File: src/sv/iqdf_pkg.sv
`timescale 1ns / 1ps

package iqdf_pkg;

    // frame layout
    localparam int HEADER_BYTES       = 8;
    localparam int SYNC_BYTES         = 3;
    localparam int GROUP_BYTES        = 8;
    localparam int GROUPS_DEFAULT     = 63;

    localparam logic [7:0] SYNC_RESET = 8'd127;

    // input kinds
    localparam logic IN_DATA_BYTE     = 1'b0;
    localparam logic IN_OVF_READ      = 1'b1;

    // result kinds
    localparam logic [1:0] RES_SAMPLES  = 2'd0;
    localparam logic [1:0] RES_CONTROL  = 2'd1;
    localparam logic [1:0] RES_SYNC_ERR = 2'd2;
    localparam logic [1:0] RES_OVF_READ = 2'd3;

    // control byte zero and one bits
    localparam int C0_PTT_BIT   = 0;
    localparam int C0_DASH_BIT  = 1;
    localparam int C0_POWER_BIT = 2;
    localparam int C1_OVF_BIT   = 0;

    // register map
    localparam logic REG_SYNC_BYTE = 1'b0;

    // result payload: 107 bits of fields, padded to whole bytes
    localparam int OUT_DATA_W = 112;

    typedef struct packed {
        logic [15:0] fwd_power;
        logic [7:0]  interface_version;
        logic [7:0]  exciter_version;
        logic [7:0]  receiver_version;
        logic        adc_overflow;
        logic        dash_key;
        logic        ptt_dot;
        logic [15:0] mic_chan;
        logic [23:0] right_chan;
        logic [23:0] left_chan;
    } t_result;

endpackage

File: src/sv/iq_frame_deframer_unit.sv
`timescale 1ns / 1ps

// channel   | port group      | tdata                         | tuser
// ----------+-----------------+-------------------------------+---------------------------
// bytes in  | s_axis_*        | data_byte                     | kind, frame_start
// results   | m_axis_*        | samples, control status       | result_kind
// config    | psel/penable/.. | sync_byte at byte address 0   | -
//
// one byte is taken each clock while s_axis_tready is high; its result lands in the output register the next cycle
// the output register is refilled in the same cycle it is taken, so a byte can be
// taken every cycle as long as the result side keeps up
// after reset the block waits for a byte flagged frame_start; sync byte resets to 127
// while a result is held and not taken, s_axis_tready is low

module iq_frame_deframer_unit
    import iqdf_pkg::*;
#(
    parameter int GROUPS_PER_FRAME = GROUPS_DEFAULT
) (
    input  logic                  i_clk,
    input  logic                  i_rst_n,

    input  logic                  s_axis_tvalid,
    output logic                  s_axis_tready,
    input  logic [7:0]            s_axis_tdata,   // [7:0] data_byte
    input  logic [1:0]            s_axis_tuser,   // [0] kind, [1] frame_start

    output logic                  m_axis_tvalid,
    input  logic                  m_axis_tready,
    // [23:0] left_chan, [47:24] right_chan, [63:48] mic_chan, [64] ptt_dot,
    // [65] dash_key, [66] adc_overflow, [74:67] receiver_version,
    // [82:75] exciter_version, [90:83] interface_version, [106:91] fwd_power, rest 0
    output logic [OUT_DATA_W-1:0] m_axis_tdata,
    output logic [1:0]            m_axis_tuser,   // [1:0] result_kind

    input  logic                  psel,
    input  logic                  penable,
    input  logic                  pwrite,
    input  logic [2:0]            paddr,
    input  logic [31:0]           pwdata,
    output logic [31:0]           prdata,
    output logic                  pready
);

    localparam int FRAME_BYTES = HEADER_BYTES + GROUP_BYTES * GROUPS_PER_FRAME;
    localparam int POS_W       = $clog2(FRAME_BYTES);
    localparam int FIELD_W     = $bits(t_result);

    localparam logic [POS_W-1:0] POS_SYNC_END = POS_W'(SYNC_BYTES);
    localparam logic [POS_W-1:0] POS_HDR_END  = POS_W'(HEADER_BYTES);
    localparam logic [POS_W-1:0] POS_LAST_HDR = POS_W'(HEADER_BYTES - 1);
    localparam logic [POS_W-1:0] POS_LAST     = POS_W'(FRAME_BYTES - 1);

    // state
    logic [POS_W-1:0] r_pos,      n_pos;
    logic             r_rejected, n_rejected;
    logic             r_ovf,      n_ovf;
    logic [7:0]       r_sync;
    logic [7:0]       r_ctrl [0:3];
    logic             n_ctrl_we;
    logic [55:0]      r_shift,    n_shift;
    logic [7:0]       r_rx_ver,   n_rx_ver;
    logic [7:0]       r_ex_ver,   n_ex_ver;
    logic [7:0]       r_if_ver,   n_if_ver;
    logic [15:0]      r_power,    n_power;

    // result register
    logic             r_m_valid;
    logic [1:0]       r_m_kind;
    t_result          r_m_data;
    logic             n_res_valid;
    logic [1:0]       n_res_kind;
    t_result          n_res_data;

    logic             s_fire;
    logic             cfg_write;
    logic             kind;
    logic             frame_start;
    logic [7:0]       b;
    logic [POS_W-1:0] eff_pos;
    logic             eff_rej;
    logic             c0_power;

    assign kind        = s_axis_tuser[0];
    assign frame_start = s_axis_tuser[1];
    assign b           = s_axis_tdata;

    assign s_axis_tready = !r_m_valid || m_axis_tready;
    assign s_fire        = s_axis_tvalid && s_axis_tready;

    assign pready    = 1'b1;
    assign cfg_write = psel && penable && pwrite && pready;
    assign prdata    = (paddr[2] == REG_SYNC_BYTE) ? {24'd0, r_sync} : 32'd0;

    assign m_axis_tvalid = r_m_valid;
    assign m_axis_tuser  = r_m_kind;
    assign m_axis_tdata  = {{(OUT_DATA_W - FIELD_W){1'b0}}, r_m_data};

    assign eff_pos  = frame_start ? '0 : r_pos;
    assign eff_rej  = frame_start ? 1'b0 : r_rejected;
    assign c0_power = r_ctrl[0][C0_POWER_BIT];

    always_comb begin
        n_pos       = r_pos;
        n_rejected  = r_rejected;
        n_ovf       = r_ovf;
        n_ctrl_we   = 1'b0;
        n_shift     = r_shift;
        n_rx_ver    = r_rx_ver;
        n_ex_ver    = r_ex_ver;
        n_if_ver    = r_if_ver;
        n_power     = r_power;
        n_res_valid = 1'b0;
        n_res_kind  = RES_SAMPLES;
        n_res_data  = '0;

        case (kind)
            IN_OVF_READ: begin
                n_res_valid             = 1'b1;
                n_res_kind              = RES_OVF_READ;
                n_res_data.adc_overflow = r_ovf;
                n_ovf                   = 1'b0;
            end
            default: begin
                n_pos      = eff_pos;
                n_rejected = eff_rej;
                if (!eff_rej) begin
                    if (eff_pos == POS_LAST) begin
                        n_pos      = '0;
                        n_rejected = 1'b1;
                    end else begin
                        n_pos = eff_pos + 1'b1;
                    end

                    if (eff_pos < POS_SYNC_END) begin
                        if (b != r_sync) begin
                            n_res_valid = 1'b1;
                            n_res_kind  = RES_SYNC_ERR;
                            n_rejected  = 1'b1;
                            n_pos       = '0;
                        end
                    end else if (eff_pos < POS_HDR_END) begin
                        n_ctrl_we = 1'b1;
                        if (eff_pos == POS_LAST_HDR) begin
                            // last control byte arrives live as C4
                            if (!c0_power) begin
                                n_ovf    = r_ovf | r_ctrl[1][C1_OVF_BIT];
                                n_rx_ver = r_ctrl[2];
                            end else begin
                                n_power  = {r_ctrl[1], r_ctrl[2]};
                            end
                            n_ex_ver = r_ctrl[3];
                            n_if_ver = b;

                            n_res_valid                  = 1'b1;
                            n_res_kind                   = RES_CONTROL;
                            n_res_data.ptt_dot           = r_ctrl[0][C0_PTT_BIT];
                            n_res_data.dash_key          = !r_ctrl[0][C0_PTT_BIT]
                                                           && r_ctrl[0][C0_DASH_BIT];
                            n_res_data.adc_overflow      = n_ovf;
                            n_res_data.receiver_version  = n_rx_ver;
                            n_res_data.exciter_version   = n_ex_ver;
                            n_res_data.interface_version = n_if_ver;
                            n_res_data.fwd_power         = n_power;
                        end
                    end else begin
                        // groups start on a multiple of eight, so the low bits give the slot
                        if (eff_pos[2:0] == 3'd7) begin
                            n_res_valid           = 1'b1;
                            n_res_kind            = RES_SAMPLES;
                            n_res_data.left_chan  = r_shift[55:32];
                            n_res_data.right_chan = r_shift[31:8];
                            n_res_data.mic_chan   = {r_shift[7:0], b};
                        end
                        n_shift = {r_shift[47:0], b};
                    end
                end
            end
        endcase
    end

    always_ff @(posedge i_clk) begin
        if (!i_rst_n) begin
            r_pos      <= '0;
            r_rejected <= 1'b1;
            r_ovf      <= 1'b0;
            r_rx_ver   <= '0;
            r_ex_ver   <= '0;
            r_if_ver   <= '0;
            r_power    <= '0;
            r_sync     <= SYNC_RESET;
            r_m_valid  <= 1'b0;
        end else begin
            if (cfg_write && paddr[2] == REG_SYNC_BYTE) begin
                r_sync <= pwdata[7:0];
            end
            if (s_fire) begin
                r_pos      <= n_pos;
                r_rejected <= n_rejected;
                r_ovf      <= n_ovf;
                r_rx_ver   <= n_rx_ver;
                r_ex_ver   <= n_ex_ver;
                r_if_ver   <= n_if_ver;
                r_power    <= n_power;
                r_m_valid  <= n_res_valid;
            end else if (m_axis_tready) begin
                r_m_valid  <= 1'b0;
            end
        end
    end

    // payload registers, always written before being read within a frame
    always_ff @(posedge i_clk) begin
        if (s_fire) begin
            r_shift <= n_shift;
            if (n_ctrl_we && eff_pos != POS_LAST_HDR) begin
                r_ctrl[eff_pos[1:0] - 2'd3] <= b;
            end
            if (n_res_valid) begin
                r_m_kind <= n_res_kind;
                r_m_data <= n_res_data;
            end
        end
    end

endmodule

File: config.mk
export PLATFORM = sky130hd
export DESIGN_NAME = iq_frame_deframer_unit
export DESIGN_NICKNAME = d
export VERILOG_FILES = /design/src/sv/iqdf_pkg.sv /design/src/sv/iq_frame_deframer_unit.sv
export SDC_FILE = /design/constraint.sdc
export NUM_CORES = 1
export LEC_CHECK = 0
export ABC_CLOCK_PERIOD_IN_PS = 10200
export BUFFER_PORTS_ARGS = -buffer_cell sky130_fd_sc_hd__buf_2
export CAP_MARGIN = 30
export CORE_MARGIN = 4
export CORE_UTILIZATION = 54
export DETAILED_ROUTE_END_ITERATION = 10
export HOLD_SLACK_MARGIN = 0.05
export PLACE_DENSITY = 0.76
export SETUP_SLACK_MARGIN = 0.1
export SLEW_MARGIN = 10
export SYNTH_ARGS = -nofsm -noshare
export SYNTH_HDL_FRONTEND = slang
export SYNTH_SLANG_ARGS = --single-unit
File: constraint.sdc
create_clock -name i_clk -period 10.2 [get_ports i_clk]
set_clock_uncertainty 0.2 [all_clocks]
set_input_delay 1.02 -clock i_clk [delete_from_list [all_inputs] [get_ports i_clk]]
set_output_delay 1.02 -clock i_clk [all_outputs]
set_load 0.005 [all_outputs]
# Word-level counts from Yosys, hierarchy flattened
# Memories as Yosys holds them, arrays and structs flattened. A register that Yosys moved wholly into a read port is not among the register bits.
# Cells that the tools add are included.
[word_totals]
ram_bits = 32
regBits = 201
memories = 1
[classes]
n_reduce_logical = 19
n_addsub = 2
bitwise_logic = 8
n_lt_le_gt_ge = 2
n_eq_ne = 7
muxes = 47
[memory_table]
columns = ["name", "words", "width", "rd", "rd_ports_with_merged_regs", "wr", "line_no", "source"]
rows = [
  ["r_ctrl", 4, 8, 4, 1, 1, "iq_frame_deframer_unit.sv:59", "logic [7:0] r_ctrl [0:3];"],
]
[op_table]
columns = ["op", "n"]
rows = [
  ["$mux W67", 2],
  ["$mux W64", 2],
  ["$mux W9", 5],
  ["$mux W1", 30],
  ["$mux W16", 1],
  ["$mux W8", 2],
  ["$reduce_and A5 Y1", 2],
  ["$reduce_or A5 Y1", 2],
  ["$add A9 B1 Y9 const B", 1],
  ["$eq A9 B3 Y1 const B", 1],
  ["$eq A9 B9 Y1 const B", 1],
  ["$lt A9 B2 Y1 const B", 1],
  ["$lt A9 B4 Y1 const B", 1],
  ["$ne A9 B3 Y1 const B", 1],
  ["$ne A8 B8 Y1", 1],
  ["$not A1 Y1", 7],
  ["$logic_and A1 B1 Y1", 6],
  ["$mux W2", 3],
  ["$mux W3", 2],
  ["$reduce_and A6 Y1", 1],
  ["$reduce_bool A2 Y1", 3],
  ["$ne A2 B2 Y1 const B", 2],
  ["$reduce_and A2 Y1", 2],
  ["$eq A3 B3 Y1 const B", 1],
  ["other kinds (4)", 5],
]

# Logic depth before layout (Yosys ltp)
# Gate-level depths: netlist (run 1).
[logic_depth]
word_depth = 10
mapped_depth = 12
ltp_nobuf = 9

# Least setup slack after synthesis (run 1)
# Ideal clock, no wire load.
[synth_path]
path_kind = "input to register"
startpoint = "input port s_axis_tuser[1]"
endpoint = "register r_m_data, in the netlist m_axis_tdata[0], enable pin"
path_buffers = 3
setup_time_ns = 0.606
required_ns = 9.394
t_arrival_ns = 7.510
cell_stages = 9
setup_slack_ns = 1.884
path_cell_list = "buf_6 -> clkbuf_1 -> nand2b_1 -> inv_1 -> ha_1 -> nor4bb_1 -> buf_2 -> nor2_1 -> o2bb2ai_1"
[synth_via]
elab_chain_cells = 8
[synth_rtl]
columns = ["element", "line_no", "source"]
rows = [
  ["start: declaration", "iq_frame_deframer_unit.sv:26", "input logic [1:0] s_axis_tuser,"],
  ["parallel branches: the longest is 5 deep, another holds $lt A9 B4 Y1", "n/a", ""],
  ["$mux W1 (*)", "iq_frame_deframer_unit.sv:127", "if (!eff_rej) begin"],
  ["$mux W1 (*)", "iq_frame_deframer_unit.sv:117", "case (kind)"],
  ["$reduce_and A2 Y1 (no source line) (*)", "n/a", ""],
  ["end signal: assignment", "iq_frame_deframer_unit.sv:221", "r_m_data <= n_res_data;"],
  ["end: declaration", "iq_frame_deframer_unit.sv:70", "t_result r_m_data;"],
]
# Mark *: on every way between the ends.
# A chain may end at the register's enable or synchronous reset.

# Worst setup path in the final report (run 1)
[layout_path]
startpoint = "input port s_axis_tuser[1]"
endpoint = "register r_rx_ver[0]"
[layout_via]
elab_chain_cells = 4
[layout_rtl]
columns = ["element", "line_no", "source"]
rows = [
  ["$mux W9", "iq_frame_deframer_unit.sv:99", "assign eff_pos = frame_start ? '0 : r_pos;"],
  ["$lt A9 B2 Y1", "iq_frame_deframer_unit.sv:135", "if (eff_pos < POS_SYNC_END) begin"],
  ["$not A1 Y1 (no source line)", "n/a", ""],
  ["$reduce_and A6 Y1 (no source line) (*)", "n/a", ""],
  ["end signal: assignment", "iq_frame_deframer_unit.sv:201", "r_rx_ver <= n_rx_ver;"],
  ["end: declaration", "iq_frame_deframer_unit.sv:62", "logic [7:0] r_rx_ver, n_rx_ver;"],
]
# Every way passes the cells marked *; elsewhere a longest branch is shown, timed or not.

==> results of run 1 <==
path summary, 6_finish.rpt:
| kind | startpoint | slack (ns) | endpoint |
|---|---|---|---|
| max | s_axis_tuser[1] | 6.30 | r_rx_ver[0] |
| min | r_shift[6] | 0.23 | r_shift[14] |
| max reg2reg | r_pos[1] | 6.66 | r_rx_ver[0] |
| min reg2reg | r_shift[6] | 0.23 | r_shift[14] |
routing by layer:
| metal | GRT usage | vias to the layer above |
|---|---|---|
| met5 | 0 | - |
| met4 | 0.0469 | 0 |
| met3 | 0.0393 | 22 |
| met2 | 0.320 | 179 |
| met1 | 0.227 | 2566 |
| li1 | - | 2523 |
worst reg2reg max path: stages, from the launching register on:
cell and delay, ns:
sky130_fd_sc_hd__dfxtp_1 0.39, sky130_fd_sc_hd__nor2b_1 0.30, sky130_fd_sc_hd__ha_1 0.34, sky130_fd_sc_hd__nor4bb_1 0.35, sky130_fd_sc_hd__buf_4 0.22, sky130_fd_sc_hd__nand4_2 0.65
sky130_fd_sc_hd__nor3_4 0.76, sky130_fd_sc_hd__mux2i_1 0.27
where the power goes:
part           leakage, nW  switching, mW  internal [mW]  total [mW]
clock                0.407          0.343          0.545       0.889
combinational         1.79         0.0512         0.0258      0.0771
sequential            2.23        0.00777           1.06        1.07
state kept, by name (all words and copies together), names as in the netlist:
| register | count |
|---|---|
| m_axis_tdata | 107 |
| m_axis_tuser | 2 |
| m_axis_tvalid | 1 |
| r_ctrl | 27 |
| r_ovf | 1 |
| r_pos | 9 |
| r_power | 16 |
| r_rejected | 1 |
| r_rx_ver | 8 |
| r_shift | 56 |
| r_sync | 8 |
layout by cell type, fill, tap and decap left out, drive strengths merged, types with 9 or more instances in the layout:
cell,instances
edfxtp,192
buf,150
mux2i,48
nor2b,13
and2,85
conb,30
nand2,66
clkinv,9
nor2,30
nand3,15
dfxtp,44
clkbuf,31
final cells by class:
type                    count  area (um^2)  share of cell area
flip-flops and latches    236         6650               0.610
multi-input cells         369         2340               0.215
repair buffers            150          778              0.0714
clock buffers              31          678              0.0622
well taps                 220          275              0.0253
clock inverters            12          146              0.0134
inverters                   7         26.3             0.00241
cell families after synthesis:
kind of cell,after synthesis,synth area share
AOI/OAI and AO/OA,31,0.0231
xor gates and xnor gates,9,0.00853
adders and majority gates,6,0.00812
buffers and inverters,64,0.0414
DFF,236,0.719
muxes,49,0.0532
other,2,0.000813
and+or+nand+nor,244,0.146
stage by stage:
stage	setup slack [ns]	area (um^2)	util	hold slack, ns
after floorplan	1.88	9350	-	0.217
after global placement	6.04	10000	0.602	0.219
after detailed placement	5.83	10000	0.602	0.224
after CTS	6.35	10900	0.651	0.222
after global routing	6.08	10900	0.652	0.243
final	6.30	10900	0.652	0.229
==> results, run 1 <==
- The flow ran to the end, and the final reports show no timing, DRC or antenna violations.
- The final layout contains routed wiring with a total length of 18000 um.
- The final total power is 2.04 mW.
- In this run the post-CTS setup repair buffer count came out at 0.
- Setup repair after global routing left no endpoint under its margin.
- The most used flip-flop cell after synthesis is sky130_fd_sc_hd__edfxtp_1.
- The number of antenna violations at the first check in global routing is 0.
- The top cell family by delay on the critical path is simple AND/OR/NAND/NOR gates.
- In this run the tightest slew margin relative to its limit is 0.400.
- The floorplan step set the die height to 139 um.
- The power density of the placed cells is 187 mW/mm^2.
- After technology mapping, the gate count stands at 641.
- The root cell of the clock tree is sky130_fd_sc_hd__clkbuf_16.
- Data on the critical path arrives at its endpoint at 4.12 ns.
- Summed over all nets, the half-perimeter wirelength after detailed placement is 11800 um.
- The number of global-route vias before repair was 5383.
- STA classifies the critical path endpoint as a flip-flop.
- The count of cells along the worst register-to-register path is 7.
- Counting the buffers created by CTS gives 24.
- In the final routed layout, each cell accounts on average for 17.6 um.
- The routability congestion estimate is 0.825.
- Once layout is complete, the cells apart from fillers number 1025.
- The slowest cell on the critical path is sky130_fd_sc_hd__nor3_4.
- The routed length on met1 is 7370 um.
- The highest routing layer actually used is met4.
- The mean cell area of the mapped netlist is 14.4 um^2.
- Based on the critical path, the design can be clocked at up to 256 MHz.
- The count of endpoints failing hold in the final timing report is 0.
- Summing over every cut layer, the via total after detailed routing is 5290.
- TritonCTS built the clock tree.
- The detail-routed via count per cell is 5.16.
- The worst-skew pair later-pin latency is 0.51 ns.
- The worst hold path passes through 0 cells.
- The wire length on met2 is 9230 um.
- The number of H-tree levels is 1.
- The wire length on met3 is 1160 um.
- The layout filler cell count is 1229.
- The first global-routing pass estimated 28200 um of wire.
- The number of enable flip-flop cells after synthesis is 192.
- In this run the count of I/O pins placed on the die edge is 201.
- The starting utilization of the core area is 0.553.
- No sink is reached through more buffers than the 3 on the longest clock path.
- The pin count of the biggest net entering global routing is 65.
- The number of remaining DRC errors is 0.
- The analysis attributes to cell leakage a power of 4.42 nW.
- The core area is 0.0167 mm^2.
- The maximum net fanout on the critical path is 27.
- Setup violations remaining at the end of the flow were counted as 0.
- STA puts the critical path data required time at 10.42 ns.
- Yosys attributes the largest share of cell area to sky130_fd_sc_hd__edfxtp_1, sky130_fd_sc_hd__dfxtp_1, sky130_fd_sc_hd__and2_1.
- The shortest period the worst path allows is 3.90 ns.
- STA classifies the critical path startpoint as an input pin.
- The final-stage net count is 846.
- The critical path goes through buf_2, nand2b_1, inv_1, ha_1, nor4bb_1, buf_4, nand4_2, nor3_4, mux2i_1.
- The synthesized netlist occupies a cell area of 0.00924 mm^2.
- After synthesis, the share of flip-flops with an asynchronous set or reset is 0.
- For this run, the register share of the synthesized area comes to 0.719.
- The all-layer global routing usage is 0.181.
- Of the cells placed in the final design, the portion with a size suffix greater than 1 is 0.248.
- VDD sags by at most 121 uV.
- The hold buffer count at CTS is 0.
- After floorplanning, the core was divided into 47 placement rows.
- Measured along the x axis, the die boundary spans 139 um.
- The number of logic stages on the critical path including buffering is 9.
- After the first detailed-routing iteration, the DRC count stood at 332.
- The actual transition at the worst max-transition pin is 0.901 ns.
- The total grt overflow is 0.
- The die footprint is 0.0193 mm^2.
- The number of max-cap violations is 0.
- The path class of the tightest hold or removal check is reg -> reg.
- The netlist uses 52 different library cells.
- The critical path class is in -> reg.
- Sorting the synthesized cells by how often they occur yields sky130_fd_sc_hd__edfxtp_1, sky130_fd_sc_hd__and2_1, sky130_fd_sc_hd__nand2_1.
- The buffering stage count on the worst path with inverters included is 3.
- The count of buffers added on input and output ports is 144.
- The share of the clock period used by the worst path is 0.382.
- Clock-pin slew was measured on the worst setup and hold paths at 0.06 ns.
- The diode insertion count for antenna repair is 0.
- Adding up every negative setup slack in the final design gives 0 ns.
- The number of placed cells counting well taps is 981.
- The share of Yosys cell area claimed by the top area cell type is 0.624.
- The number of antenna-violating nets in the routed design is 0.
- The delay of the slowest critical-path stage is 0.75 ns.
- The clock sink count is 236.
- For this run, the number of Yosys warnings is 0.
- Post-CTS repair changed the size of 0 cells.
- The synthesis-to-finish area growth is 17.9%.
- The count of final max-slew check failures is 0.
- The cell type with the highest aggregate area in the netlist is sky130_fd_sc_hd__edfxtp_1.
- The synthesized design contains 236 register bits.
- The first detailed-routing pass took 5 iterations.
- The most frequent cell after synthesis is sky130_fd_sc_hd__edfxtp_1.
(Power assumes the default switching activity.)
==> run 2: changes to the inputs <==
--- a/config.mk
+++ b/config.mk
@@ -5,14 +5,14 @@
 export SDC_FILE = /design/constraint.sdc
 export NUM_CORES = 1
 export LEC_CHECK = 0
-export ABC_CLOCK_PERIOD_IN_PS = 10200
+export ABC_CLOCK_PERIOD_IN_PS = 3250
 export BUFFER_PORTS_ARGS = -buffer_cell sky130_fd_sc_hd__buf_2
 export CAP_MARGIN = 30
 export CORE_MARGIN = 4
-export CORE_UTILIZATION = 54
+export CORE_UTILIZATION = 49
 export DETAILED_ROUTE_END_ITERATION = 10
 export HOLD_SLACK_MARGIN = 0.05
-export PLACE_DENSITY = 0.76
+export PLACE_DENSITY = 0.73
 export SETUP_SLACK_MARGIN = 0.1
 export SLEW_MARGIN = 10
 export SYNTH_ARGS = -nofsm -noshare
==> constraint.sdc (replaced) <==
create_clock -name i_clk -period 3.25 [get_ports i_clk]
set_clock_uncertainty 0.2 [all_clocks]
set_input_delay 0.325 -clock i_clk [delete_from_list [all_inputs] [get_ports i_clk]]
set_output_delay 0.325 -clock i_clk [all_outputs]
set_load 0.005 [all_outputs]
==> run 2 against run 1 <==
  * Global-route usage down 1.3 points
  * Sequential share of layout area shrank 1.6 points
  * Clock power grew to 3.2 times the previous value
  * Flip-flop and latch count did not move
  * Largest power group unchanged
  * Sequential power grew to 3.1 times the previous value
  * Wire length decreased by 0.50%
  * Non-clock buffer count grew 22
  * Register-to-register slack lost 6.0 ns
  * Worst hold slack worse by 0.14 ns
  * Die area up 9.6%
  * Setup slack worse by 5.6 ns
  * Largest cell class unchanged
==> results, run 2 (synthesis results as in run 1) <==
- The run finished with clean final reports.
- The maximum vdd ir drop is 350 uV.
- The count of buffers added on input and output ports is 144.
- In the final routed layout, each cell accounts on average for 17.0 um.
- The clock sink count is 236.
- For this run, the total global-route usage over all layers was measured as 0.168.
- In this run the worst path has a maximum fanout of 16.
- The routed design has 18000 um of wire.
- The aggregate negative setup slack is 0 ns.
- Once placement finished, the instance area stood at 0.0102 mm^2.
- The synthesis-to-finish area growth is 21.0%.
- After detailed routing, the number of vias per cell comes to 5.08.
- For the worst setup path, the data arrival time is 2.77 ns.
- Of the cells placed in the final design, the portion with a size suffix greater than 1 is 0.248.
- Entering global routing, the biggest net connects 65 pins.
- The worst-skew pair later-pin latency is 0.51 ns.
- The leakage component of the power is 4.52 nW.
- The worst setup path is captured at a flip-flop.
- The standard-cell row count is 49.
- The reg-to-reg critical path startpoint is r_pos[1].
- Detailed placement ended at an HPWL of 11800 um.
- TritonCTS built the clock tree.
- The worst min-delay path endpoint is r_pos[4].
- The violation count after the first detailed-routing iteration is 414.
- The routability congestion estimate is 0.891.
- The worst setup path is launched from a flip-flop.
- The hold path startpoint is s_axis_tvalid.
- The number of max-cap violations is 0.
- Measured along the x axis, the die boundary spans 145 um.
- The routed design could run at a clock period as short as 2.56 ns.
- Buffers inserted during clock tree synthesis total 24.
- The net count of the finished layout is 868.
- For the pin with the worst max-slew slack, the measured transition is 0.843 ns.
- The number of placed cells counting well taps is 996.
- The number of antenna-violating nets in the routed design is 0.
- The power density of the placed cells is 575 mW/mm^2.
- The initial utilization of the core area, before any placement, comes to 0.506.
- The min-delay analysis places its worst path in the category in -> reg.
- Once the clock tree was built, the resizer swapped 0 gates to a different size.
- The number of antenna violations at the first check in global routing was 0.
- Traced cell by cell, the critical path runs through nor2b_2, ha_4, nor4bb_1, buf_4, and4_1, nand4_4, mux2i_1.
- The critical path is of the reg -> reg type.
- The die covers 0.0211 mm^2.
- After clock tree synthesis, the clock-pin slew on the worst setup and hold paths is 0.06 ns.
- The first-pass GRT wire length is 28900 um.
- The final total power is 6.43 mW.
- Setup repair after global routing left no endpoint under its margin.
- Summing over every cut layer, the via total after detailed routing is 5366.
- The number of optimization iterations in the first detailed-route pass is 6.
- The library cell used most frequently in the layout, excluding fill and tap cells, is sky130_fd_sc_hd__edfxtp_1.
- In the layout the commonest cells are sky130_fd_sc_hd__edfxtp_1, sky130_fd_sc_hd__buf_2, sky130_fd_sc_hd__and2_1.
- The setup fix buffers added after clock tree synthesis is 0.
- On the critical path, the stage with the largest delay is an instance of sky130_fd_sc_hd__dfxtp_1.
- The diode insertion count for antenna repair is 0.
- The number of H-tree levels is 1.
- Summed over all layers, the global routing overflow is 0.
- Of the available clock period, the critical path in the final layout requires 0.787.
- The count of cells along the worst register-to-register path is 7.
- The delay of the slowest critical-path stage is 0.39 ns.
- The total of endpoints with negative setup slack in the final report is 0.
- The finished layout holds 1057 standard cells, fillers aside.
- The timing-limited maximum frequency is 391 MHz.
- The tree is rooted in a sky130_fd_sc_hd__clkbuf_16.
- The worst pin sits at a relative slew slack of 0.438.
- The worst register-to-register path ends at r_power[3].
- The number of global-route vias before repair is 5476.
- The total area inside the core boundary comes to 0.0183 mm^2.
- The slack of the worst reg-to-reg path is 0.69 ns.
- The count of final max-slew check failures was 0.
- The number of instances on the worst hold path is 5.
- The finished cells cover 0.0112 mm^2.
- The post-route worst hold slack is 0.0928 ns.
- The number of flip-flops in the largest register is 107.
- The die boundary height is 145 um.
- 201 I/O pins were placed.
- For this run, design rule violations remaining after detail routing come to 0.
- The number of hold buffers added after CTS was 17.
- The endpoint required time on the critical path is 3.47 ns.
- The count of endpoints failing hold in the final timing report is 0.
- The maximum number of buffers from clock root to sink is 3.
==> run 2: changes by cell type in the layout (fill, tap and decap cells not counted), moves of 2 or more <==
| cell | change |
|---|---|
| sky130_fd_sc_hd__dlygate4sd3_1 | +17 |
| sky130_fd_sc_hd__clkbuf_1 | +5 |
| sky130_fd_sc_hd__clkinv_2 | -4 |
| sky130_fd_sc_hd__buf_12 | +3 |
| sky130_fd_sc_hd__buf_4 | +2 |
==> run 2: area by class of cell <==
class	count	area (um^2)
Tap cell	229	287
Multi-Input combinational cell	369	2380
Timing Repair Buffer	172	1020
Sequential cell	236	6650
Fill cell	1391	7090
Clock inverter	10	159
Clock buffer	34	658
Inverter	7	28.8
==> run 2: worst max-delay path by stage <==
stage               startpoint              end  slack, ns  cells past startpoint
2_1_floorplan  s_axis_tuser[1]  m_axis_tdata[0]      -0.42                      9
3_3_place_gp   s_axis_tuser[1]     r_ctrl[3][5]       0.54                      7
3_5_place_dp   s_axis_tuser[1]       r_power[1]       0.54                      8
4_1_cts               r_pos[1]      r_rx_ver[6]       0.67                      7
5_1_grt               r_pos[1]       r_power[8]       0.43                      7
6_report              r_pos[1]       r_power[3]       0.69                      7
==> run 2: critical path, delay by kind of cell (launching register included) <==
kind	cells	cell delay, ns
multiplexers	1	0.32
buffers and inverters	1	0.21
flip-flops	1	0.39
AND/OR/NAND/NOR	4	1.14
adder cells (fa/ha/maj)	1	0.20
==> run 2: stage by stage <==
| stage | utilization | setup slack [ns] |
|---|---|---|
| 2_1_floorplan | - | -0.422 |
| 3_3_place_gp | 0.558 | 0.544 |
| 3_5_place_dp | 0.558 | 0.543 |
| 4_1_cts | 0.612 | 0.672 |
| 5_1_grt | 0.612 | 0.428 |
| 6_report | 0.612 | 0.692 |
==> run 2: report_power, final <==
group	internal [mW]	switching (mW)	leakage (nW)
sequential	3.33	0.0231	2.23
clock	1.73	1.08	0.389
combinational	0.100	0.164	1.90
==> run 2: per-layer routing <==
layer | vias up | part of all wire | global-route usage
li1 | 2557 | - | -
met4 | 0 | 0.022 | 0.0499
met3 | 34 | 0.066 | 0.0396
met1 | 2590 | 0.41 | 0.207
met5 | - | 0 | 0
met2 | 185 | 0.51 | 0.296
